[src/rtl/assert_macros.svh]
// Assertion macros shared by the histogram counter RTL.
`ifndef ASSERT_MACROS_SVH
`define ASSERT_MACROS_SVH
`ifndef SYNTHESIS
// Checked property, ignored while reset is held
`define VHC_ASSERT(label, prop) \
  label: assert property (@(posedge clk) disable iff (rst) prop) \
    else $error("histogram counter assertion failed");
// Checked property, also evaluated across reset
`define VHC_ASSERT_RST(label, prop) \
  label: assert property (@(posedge clk) prop) \
    else $error("histogram counter reset assertion failed");
`else
`define VHC_ASSERT(label, prop)
`define VHC_ASSERT_RST(label, prop)
`endif
`endif

[src/rtl/vhc_pkg.sv]
// Package: sizes, state codes and control structs of the histogram counter.
`default_nettype none
package vhc_pkg;

  localparam int BINS        = 1024;
  localparam int COUNT_WIDTH = 32;
  localparam int SAMPLE_W    = 32;
  localparam int FRAC_BITS   = 8;
  localparam int INDEX_W     = 10;
  localparam int USED_W      = 11;
  localparam int ADDR_W      = $clog2(BINS);
  // whole part of a non-negative sample (sign bit excluded)
  localparam int WHOLE_W     = SAMPLE_W - 1 - FRAC_BITS;

  // controller state codes
  localparam logic [1:0] ST_CLEAR = 2'd0;
  localparam logic [1:0] ST_IDLE  = 2'd1;
  localparam logic [1:0] ST_UPD   = 2'd2;

  // controller to datapath
  typedef struct packed {
    logic clear_wr;
    logic accept;
    logic update;
  } vhc_cmd_t;

  // datapath to controller
  typedef struct packed {
    logic clear_last;
    logic out_free;
  } vhc_sts_t;

endpackage
`default_nettype wire

[src/rtl/vhc_ctrl.sv]
// Controller: clearing sweep, sample intake and bin update sequencing.
`default_nettype none
`include "assert_macros.svh"
module vhc_ctrl (
  input  wire               clk,
  input  wire               rst,
  input  wire               sample_valid,
  output logic              sample_stall,
  input  vhc_pkg::vhc_sts_t sts,
  output vhc_pkg::vhc_cmd_t cmd
);
  import vhc_pkg::*;

  logic [1:0] state;
  logic [1:0] state_next;

  // state register
  always_ff @(posedge clk) begin
    if (rst) begin
      state <= ST_CLEAR;
    end else begin
      state <= state_next;
    end
  end

  // next state and commands
  always_comb begin
    state_next   = state;
    cmd          = '0;
    sample_stall = 1'b1;
    unique case (state)
      ST_CLEAR: begin
        cmd.clear_wr = 1'b1;
        if (sts.clear_last) state_next = ST_IDLE;
      end
      ST_IDLE: begin
        sample_stall = 1'b0;
        if (sample_valid) begin
          cmd.accept = 1'b1;
          state_next = ST_UPD;
        end
      end
      ST_UPD: begin
        // wait for the result register to free up
        if (sts.out_free) begin
          cmd.update = 1'b1;
          state_next = ST_IDLE;
        end
      end
      default: begin
        state_next = ST_CLEAR;
      end
    endcase
  end

  // checks
  `VHC_ASSERT_RST(a_reset_clears, $past(rst) |-> state == ST_CLEAR)
  `VHC_ASSERT(a_accept_then_upd, cmd.accept |=> state == ST_UPD)
  `VHC_ASSERT(a_update_needs_room, cmd.update |-> sts.out_free)
  `VHC_ASSERT(a_one_cmd, $onehot0({cmd.clear_wr, cmd.accept, cmd.update}))

endmodule
`default_nettype wire

[config.mk]
export PLATFORM = sky130hd
export DESIGN_NAME = vhc_ctrl
export DESIGN_NICKNAME = d
export VERILOG_FILES = /design/src/rtl/vhc_pkg.sv /design/src/rtl/vhc_ctrl.sv
export VERILOG_INCLUDE_DIRS = /design/src /design/src/rtl
export SDC_FILE = /design/constraint.sdc
export NUM_CORES = 1
export LEC_CHECK = 0
export BUFFER_PORTS_ARGS = -buffer_cell sky130_fd_sc_hd__buf_2
export CAP_MARGIN = 10
export CORE_AREA = 2 2 39 41
export CTS_BUF_LIST = sky130_fd_sc_hd__clkbuf_4
export CTS_CLUSTER_SIZE = 30
export DETAILED_ROUTE_END_ITERATION = 7
export DIE_AREA = 0 0 41 43
export HOLD_SLACK_MARGIN = 0.03
export PLACE_DENSITY = 0.31
export RECOVER_POWER = 100
export SYNTH_ARGS = -nofsm -noshare
export SYNTH_HDL_FRONTEND = slang
export SYNTH_SLANG_ARGS = --single-unit
[constraint.sdc]
create_clock -name clk -period 1.2 [get_ports clk]
set_input_delay 0.18 -clock clk [delete_from_list [all_inputs] [get_ports clk]]
set_output_delay 0.18 -clock clk [all_outputs]
set_load 0.02 [all_outputs]
-- After elaboration in Yosys (flattened, before gate mapping)
Cells that the tools add are included.
- bits in read-only memories: 0
- RAM bits: 0
- memories kept: 0
- bits in registers: 2
- input port bits: 5
- latch bits: 0
- divide/modulo/power cells: 0
- multiplexer cells: 10
- shifts and indexed selects: 0
- multiply operators: 0
- bitwise logic cells: 0
- order comparisons: 0
- reduce and logical (&&, ||, !) cells: 2
- add/sub/neg operators: 0
- eq/ne operators: 5
- operators by type and width (cell ; number):
    1-bit two-way mux ; 6
    2-bit two-way mux ; 3
    2-bit inequality test (second input constant) ; 3
    2-bit case mux with 3 select lines ; 1
    3-bit AND reduction ; 1
    2-bit by 1-bit equality test with 1-bit output (second input constant) ; 1
    2-bit equality test (second input constant) ; 1
    2-bit zero test ; 1

-- Logic depth before layout (Yosys ltp)
Gate-level depths: netlist of run 1.
- depth in word-level cells: 3
- mapped depth: 2
- gate-level depth less buffers: 2

-- Least setup slack after synthesis of run 1
No wires, ideal clock.
- path type: flip-flop to flip-flop
- from: register state[1]
- to: register state[1]
- data arrival time: 0.820 ns
- required time: 1.085 ns
- library setup time: 0.115 ns
- slack: 0.266 ns
- clock period less this slack: 0.934 ns
- cell stages (with the launch flop): 3
- cell sequence: dfxtp_1 -> and3b_1 -> o21ba_1
- longest elaborated chain between the ends: 3
- elaborated cells between the ends (all ways): 8
- ends and longest elaborated chain (element ; RTL line ; RTL):
    start: declaration ; vhc_ctrl.sv:14 ; logic [1:0] state;
    start signal: assignment ; vhc_ctrl.sv:22 ; state <= state_next;
    2-bit equality test, or another cell as far along ; vhc_ctrl.sv:31 ; unique case (state)
    2-bit inequality test (no line) ; - ;
    3-bit AND reduction (no line) ; - ;
Parallel ways exist; a longest one is shown, timed or not.
A chain may end at the register's enable or synchronous reset.

==> out/metrics.yaml, run 1 <==
floorplan:
  coreArea_mm2: 0.00138
  die_x_um: 41
  floorplan.rows: 14
  start_util: 0.0841
  die_h_um: 43
  die-area_mm2: 0.00176
  ios: 9
clock_network:
  postCtsHoldBufs: 0
  cts_buffers: 3
  cts-root-buf: "clkbuf_4"
  clk_pin_slew_worst_paths_ns: 0.03
  cts_tree: "done"
  clk_latency_ns: 0.23
  cts-htree-levels: 1
  clk_path_buf_depth: 2
  clock-sinks: 2
grt:
  grt_overflow: 0
  track_usage: 0.0601
  use_met2: 0.0563
  grt_pass1_vias: 141
  antenna_found_initial: 0
  busiest_layer: "met4"
  met1_usage: 0.0669
  grt_max_degree: 8
  grt_pass1_wl_um: 593
  grt_util_met3: 0.0471
worst_hold_path:
  min_path_type: "input pin to flip-flop"
  min_to: "state[0]$_SDFFE_PP0P_"
  min_from: "rst"
  hold_path_depth: 2
routing:
  drt_iter0_drc: 3
  postRouteAntennaNets: 0
  wire_per_inst_um: 9.20
  totalWireLength_um: 368
  num_vias: 132
  drc: 0
  drt_first_pass_iters: 3
  viasPerCell: 3.30
setup_path:
  critPathKind: "flip-flop to primary output"
  rr_endpoint: "state[0]$_SDFFE_PP0P_"
  path_max_fanout: 7
  end_kind: "primary output"
  r2r_cells: 2
  critPathRequiredTime_ns: 1.02
  crit_arrival_ns: 0.98
  rrSetupSlack_ns: 0.32
  startpoint_type: "flip-flop"
  r2r-start: "state[1]$_SDFFE_PP0P_"
finish:
  register_area_um2: 42.5
  final_cells: 40
  largest-register: "state"
  final_util: 0.146
  areaGrowthSynthToFinish_pct: 74.2
  drive_above_1_share: 0.542
  antenna_cells: 0
  reg_top3: "state x2"
  fillers: 159
  multiInputGateArea_um2: 73.8
  nets: 31
  largest_reg_flops: 2
yosys:
  ys_warn_count: 0
  syn-num-nets: 18
  synth_cell_types: 10
  synth-seq-cells: 2
  yosysSeqAreaShare: 0.344
  synth_cells: 13
  netlist_area_um2: 116
  syn_avg_cell_area_um2: 8.95
timing:
  slew_viol_final: 0
  fin_setup_tns_ns: 0
  hold_viol: 0
  tightest_slew_ns: 0.263
  finalCriticalPeriod_ns: 1.16
  max_freq_ghz: 0.865
  period_share: 0.963
  rsz0062_at_grt: "false"
  setup_viol: 0
  whs_ns: 0.138
  skew_ns: 0.00682
  worst_slack_ns: 0.0442
  slew-limit-headroom: 0.826
power:
  powerDensity_mw_per_mm2: 1420
  switching_share: 0.281
  pwr-share-seq: 0.282
  leakage_nw: 0.0957
  peakVddDrop_v: 0.000313
  p_clk_frac: 0.532
  p_int_mw: 0.208
  switching_power_mw: 0.0812
  pwr-share-comb: 0.186
status:
  status: "finished, final reports clean"
placed_design:
  dp_hpwl_um: 286
  portBuffers: 8
  dp_slack_ns: 0.218
  place_congestion: 0.561
  post-place-cells: 37
run:
  maxCapViolCount: 0
## logic make-up (layout without fill, tap and decap cells)
| kind of cell | count (synthesis) | count (layout) | share of synthesized area |
|---|---|---|---|
| flip-flops | 2 | 2 | 0.344 |
| AND/OR/NAND/NOR | 7 | 7 | 0.344 |
| buffers and inverters | 1 | 12 | 0.0322 |
| AO/OA/AOI/OAI | 3 | 3 | 0.280 |
## cell usage in the layout, fill, tap and decap left out, drive strengths merged
| cell type | netlist | final |
|---|---|---|
| clkbuf | 0 | 6 |
| buf | 0 | 5 |
| nand2b | 2 | 2 |
| nor2 | 2 | 2 |
| dfxtp | 2 | 2 |
| and3b | 1 | 1 |
| nand2 | 1 | 1 |
| nor3b | 1 | 1 |
| o21ba | 1 | 1 |
| inv | 1 | 1 |
| o21a | 1 | 1 |
| a311oi | 1 | 1 |
## power groups by stage
stage	registers, mW	logic, mW	clock network (mW)
after floorplan	0.0790	0.0337	0
after global placement	0.0803	0.0524	0
after detailed placement	0.0811	0.0540	0
after CTS	0.0813	0.0543	0.160
after global routing	0.0834	0.0576	0.171
final	0.0815	0.0537	0.154
## critical path, stage by stage (launching register included)
cell and delay (ns):
dfxtp_2 0.36, and3b_2 0.23, buf_4 0.16
## how the worst max path moves through the flow
stage,from,endpoint,cells past startpoint
after floorplan,state[1]$_SDFFE_PP0P_,state[1]$_SDFFE_PP0P_,2
after global placement,state[0]$_SDFFE_PP0P_,cmd[1],2
after detailed placement,state[0]$_SDFFE_PP0P_,cmd[1],2
after CTS,state[1]$_SDFFE_PP0P_,cmd[1],2
after global routing,state[1]$_SDFFE_PP0P_,cmd[1],2
final,state[1]$_SDFFE_PP0P_,cmd[1],2
## cells in the mapped netlist
| master | n | area share |
|---|---|---|
| dfxtp_1 | 2 | 0.34 |
| nand2b_1 | 2 | 0.11 |
| nor2_1 | 2 | 0.065 |
| a311oi_2 | 1 | 0.13 |
| and3b_1 | 1 | 0.075 |
| inv_1 | 1 | 0.032 |
| nand2_1 | 1 | 0.032 |
| nor3b_1 | 1 | 0.065 |
| o21a_1 | 1 | 0.065 |
| o21ba_1 | 1 | 0.086 |
## per-stage QoR
stage / cell area, um2 / power [mW]
floorplan: 116 / 0.113
global placement: 176 / 0.133
detailed placement: 176 / 0.135
CTS: 201 / 0.295
global route: 203 / 0.312
finish: 203 / 0.289
## per-layer routing
metal	part of all wire	vias up	routed length, um
met5	0	-	0
met4	0.046	0	17
met3	0.16	2	58
met2	0.32	11	117
met1	0.48	52	175
li1	-	67	-
## timing repair
item / in CTS / in global routing
setup endpoints to repair: 1 / 1
pin swaps: 0 / 0
gates resized for setup: 2 / 2
setup buffers: 0 / 0
## layout make-up
| type | count | share of cell area |
|---|---|---|
| multi-input cells | 10 | 0.364 |
| flip-flops and latches | 2 | 0.210 |
| repair buffers | 8 | 0.198 |
| clock buffers | 3 | 0.111 |
| well taps | 16 | 0.0988 |
| inverters | 1 | 0.0185 |
No activity file was read; power rests on OpenSTA's default activity.
==> run 2, diff against run 1 <==
--- a/config.mk
+++ b/config.mk
@@ -6,7 +6,7 @@
 export SDC_FILE = /design/constraint.sdc
 export NUM_CORES = 1
 export LEC_CHECK = 0
-export BUFFER_PORTS_ARGS = -buffer_cell sky130_fd_sc_hd__buf_2
+export BUFFER_PORTS_ARGS = -buffer_cell sky130_fd_sc_hd__clkbuf_2
 export CAP_MARGIN = 10
 export CORE_AREA = 2 2 39 41
 export CTS_BUF_LIST = sky130_fd_sc_hd__clkbuf_4
==> out/metrics.yaml, run 2 (synthesized netlist as in run 1, its figures left out) <==
routing:
  wire_per_inst_um: 8.45  # -8.2%
  postRouteAntennaNets: 0  # unchanged
  drc: 0  # unchanged
  num_vias: 132  # unchanged
  totalWireLength_um: 338  # -8.2%
  viasPerCell: 3.30  # unchanged
  drt_first_pass_iters: 4  # +1
  drt_iter0_drc: 4  # +1
placed_design:
  post-place-cells: 37  # unchanged
  dp_slack_ns: 0.234  # +0.0155 ns
  place_congestion: 0.553  # -1.4%
  portBuffers: 8  # unchanged
  place_area_um2: 176  # unchanged
run:
  maxCapViolCount: 0  # unchanged
finish:
  mostFrequentLayoutCell: "clkbuf_2"
  nets: 31  # unchanged
  fillers: 162  # +1.9%
  design_area_um2: 195  # -3.7%
  largest-register: "state"
  reg_top3: "state x2"
  final_cells: 40  # unchanged
  areaGrowthSynthToFinish_pct: 67.7
  final_util: 0.141  # -0.00542
  largest_reg_flops: 2  # unchanged
  drive_above_1_share: 0.458  # -0.0833
  final_cell_mix: "clkbuf_2 (4), clkbuf_4 (3)"
  antenna_cells: 0  # unchanged
clock_network:
  cts-root-buf: "clkbuf_4"
  postCtsHoldBufs: 0  # unchanged
  clk_pin_slew_worst_paths_ns: 0.03  # about the same
  clk_latency_ns: 0.23  # about the same
  clock-sinks: 2  # unchanged
  cts_tree: "done"
  clk_path_buf_depth: 2  # unchanged
  cts-htree-levels: 1  # unchanged
  cts_buffers: 3  # unchanged
timing:
  max_freq_ghz: 0.889  # +2.7%
  rsz0062_at_grt: "false"
  fin_setup_tns_ns: 0  # unchanged
  setup_viol: 0  # unchanged
  hold_viol: 0  # unchanged
  worst_slack_ns: 0.0748  # +0.0306 ns
  finalCriticalPeriod_ns: 1.13  # -0.0306 ns
  tightest_slew_ns: 0.248  # -0.0142 ns
  period_share: 0.938  # -0.0255
  whs_ns: 0.119  # -0.0187 ns
  slew_viol_final: 0  # unchanged
  skew_ns: 0.00150  # -0.00532 ns
  slew-limit-headroom: 0.835  # +0.00942
worst_hold_path:
  hold_path_depth: 2  # unchanged
  min_from: "rst"
  min_to: "state[0]$_SDFFE_PP0P_"
  min_path_type: "input pin to flip-flop"
power:
  p_int_mw: 0.204  # -1.5%
  switching_share: 0.267  # -0.0142
  p_clk_frac: 0.537  # +0.005
  powerDensity_mw_per_mm2: 1430  # +0.34%
  leakage_nw: 0.0967  # +0.96%
  peakVddDrop_v: 0.000186  # -40%
  pwr-share-comb: 0.173  # -0.013
  p_total_mw: 0.279  # -3.4%
  switching_power_mw: 0.0745  # -8.2%
  pwr-share-seq: 0.290  # +0.008
setup_path:
  rr_endpoint: "state[1]$_SDFFE_PP0P_"
  end_kind: "primary output"
  crit_arrival_ns: 0.95  # -0.03 ns
  critPathKind: "flip-flop to primary output"
  r2r_cells: 2  # unchanged
  critPathRequiredTime_ns: 1.02  # about the same
  rrSetupSlack_ns: 0.36  # +0.04 ns
  path_max_fanout: 7  # unchanged
  r2r-start: "state[1]$_SDFFE_PP0P_"
  startpoint_type: "flip-flop"
status:
  status: "finished, final reports clean"
floorplan:
  coreArea_mm2: 0.00138  # unchanged
  floorplan.rows: 14  # unchanged
  start_util: 0.0841  # unchanged
  die_h_um: 43  # unchanged
  die_x_um: 41  # unchanged
  die-area_mm2: 0.00176  # unchanged
  ios: 9  # unchanged
grt:
  antenna_found_initial: 0  # unchanged
  grt_max_degree: 8  # unchanged
  grt_overflow: 0  # unchanged
  grt_pass1_wl_um: 552  # -6.9%
  track_usage: 0.0541  # -0.00601
  grt_pass1_vias: 151  # +7.1%
[run 2: cell types whose count changed in the layout (fill, tap and decap cells not counted)]
cell / previous run / this run
a311oi_2: 1 / 0
and3b_1: 0 / 1
buf_2: 4 / 1
a311oi_1: 0 / 1
and3b_2: 1 / 0
clkbuf_2: 1 / 4
[run 2: layer usage]
layer  vias up  track usage  part of all wire
met5         -            0                 0
met4         0       0.0800             0.041
met3         2       0.0366              0.17
met2        11       0.0500              0.28
met1        52       0.0605              0.50
li1         67            -                 -
[run 2: area by class of cell]
class | instances | area [um2] | share of cell area
Tap cell | 16 | 20.0 | 0.103
Timing Repair Buffer | 8 | 40.0 | 0.205
Sequential cell | 2 | 42.5 | 0.218
Inverter | 1 | 3.75 | 0.0192
Clock buffer | 3 | 22.5 | 0.115
Multi-Input combinational cell | 10 | 66.3 | 0.340
[run 2: critical path: stages, from the launching register on]
cell     delay, ns
dfxtp_2       0.33
and3b_1       0.22
buf_2         0.17
[run 2: timing repair]
action	in CTS	in global routing
endpoints found under the setup margin	2	2
setup buffers	0	0
resized for setup	2	3
[run 2: worst max path at each step]
stage               depth (start not counted)  slack [ns]                     to                   from
finish                                      2        0.07                 cmd[1]  state[1]$_SDFFE_PP0P_
floorplan                                   2        0.27  state[1]$_SDFFE_PP0P_  state[1]$_SDFFE_PP0P_
detailed placement                          3        0.23                 cmd[0]  state[1]$_SDFFE_PP0P_
global route                                2      0.0008                 cmd[1]  state[0]$_SDFFE_PP0P_
CTS                                         3        0.05                 cmd[0]  state[1]$_SDFFE_PP0P_
global placement                            3        0.26                 cmd[0]  state[1]$_SDFFE_PP0P_
[run 2: power by group through the flow]
stage / Sequential [mW] / Combinational [mW] / Clock (mW)
after floorplan: 0.0790 / 0.0337 / 0
final: 0.0808 / 0.0484 / 0.150
after global placement: 0.0796 / 0.0533 / 0
after global routing: 0.0826 / 0.0546 / 0.156
after CTS: 0.0808 / 0.0540 / 0.156
after detailed placement: 0.0804 / 0.0539 / 0
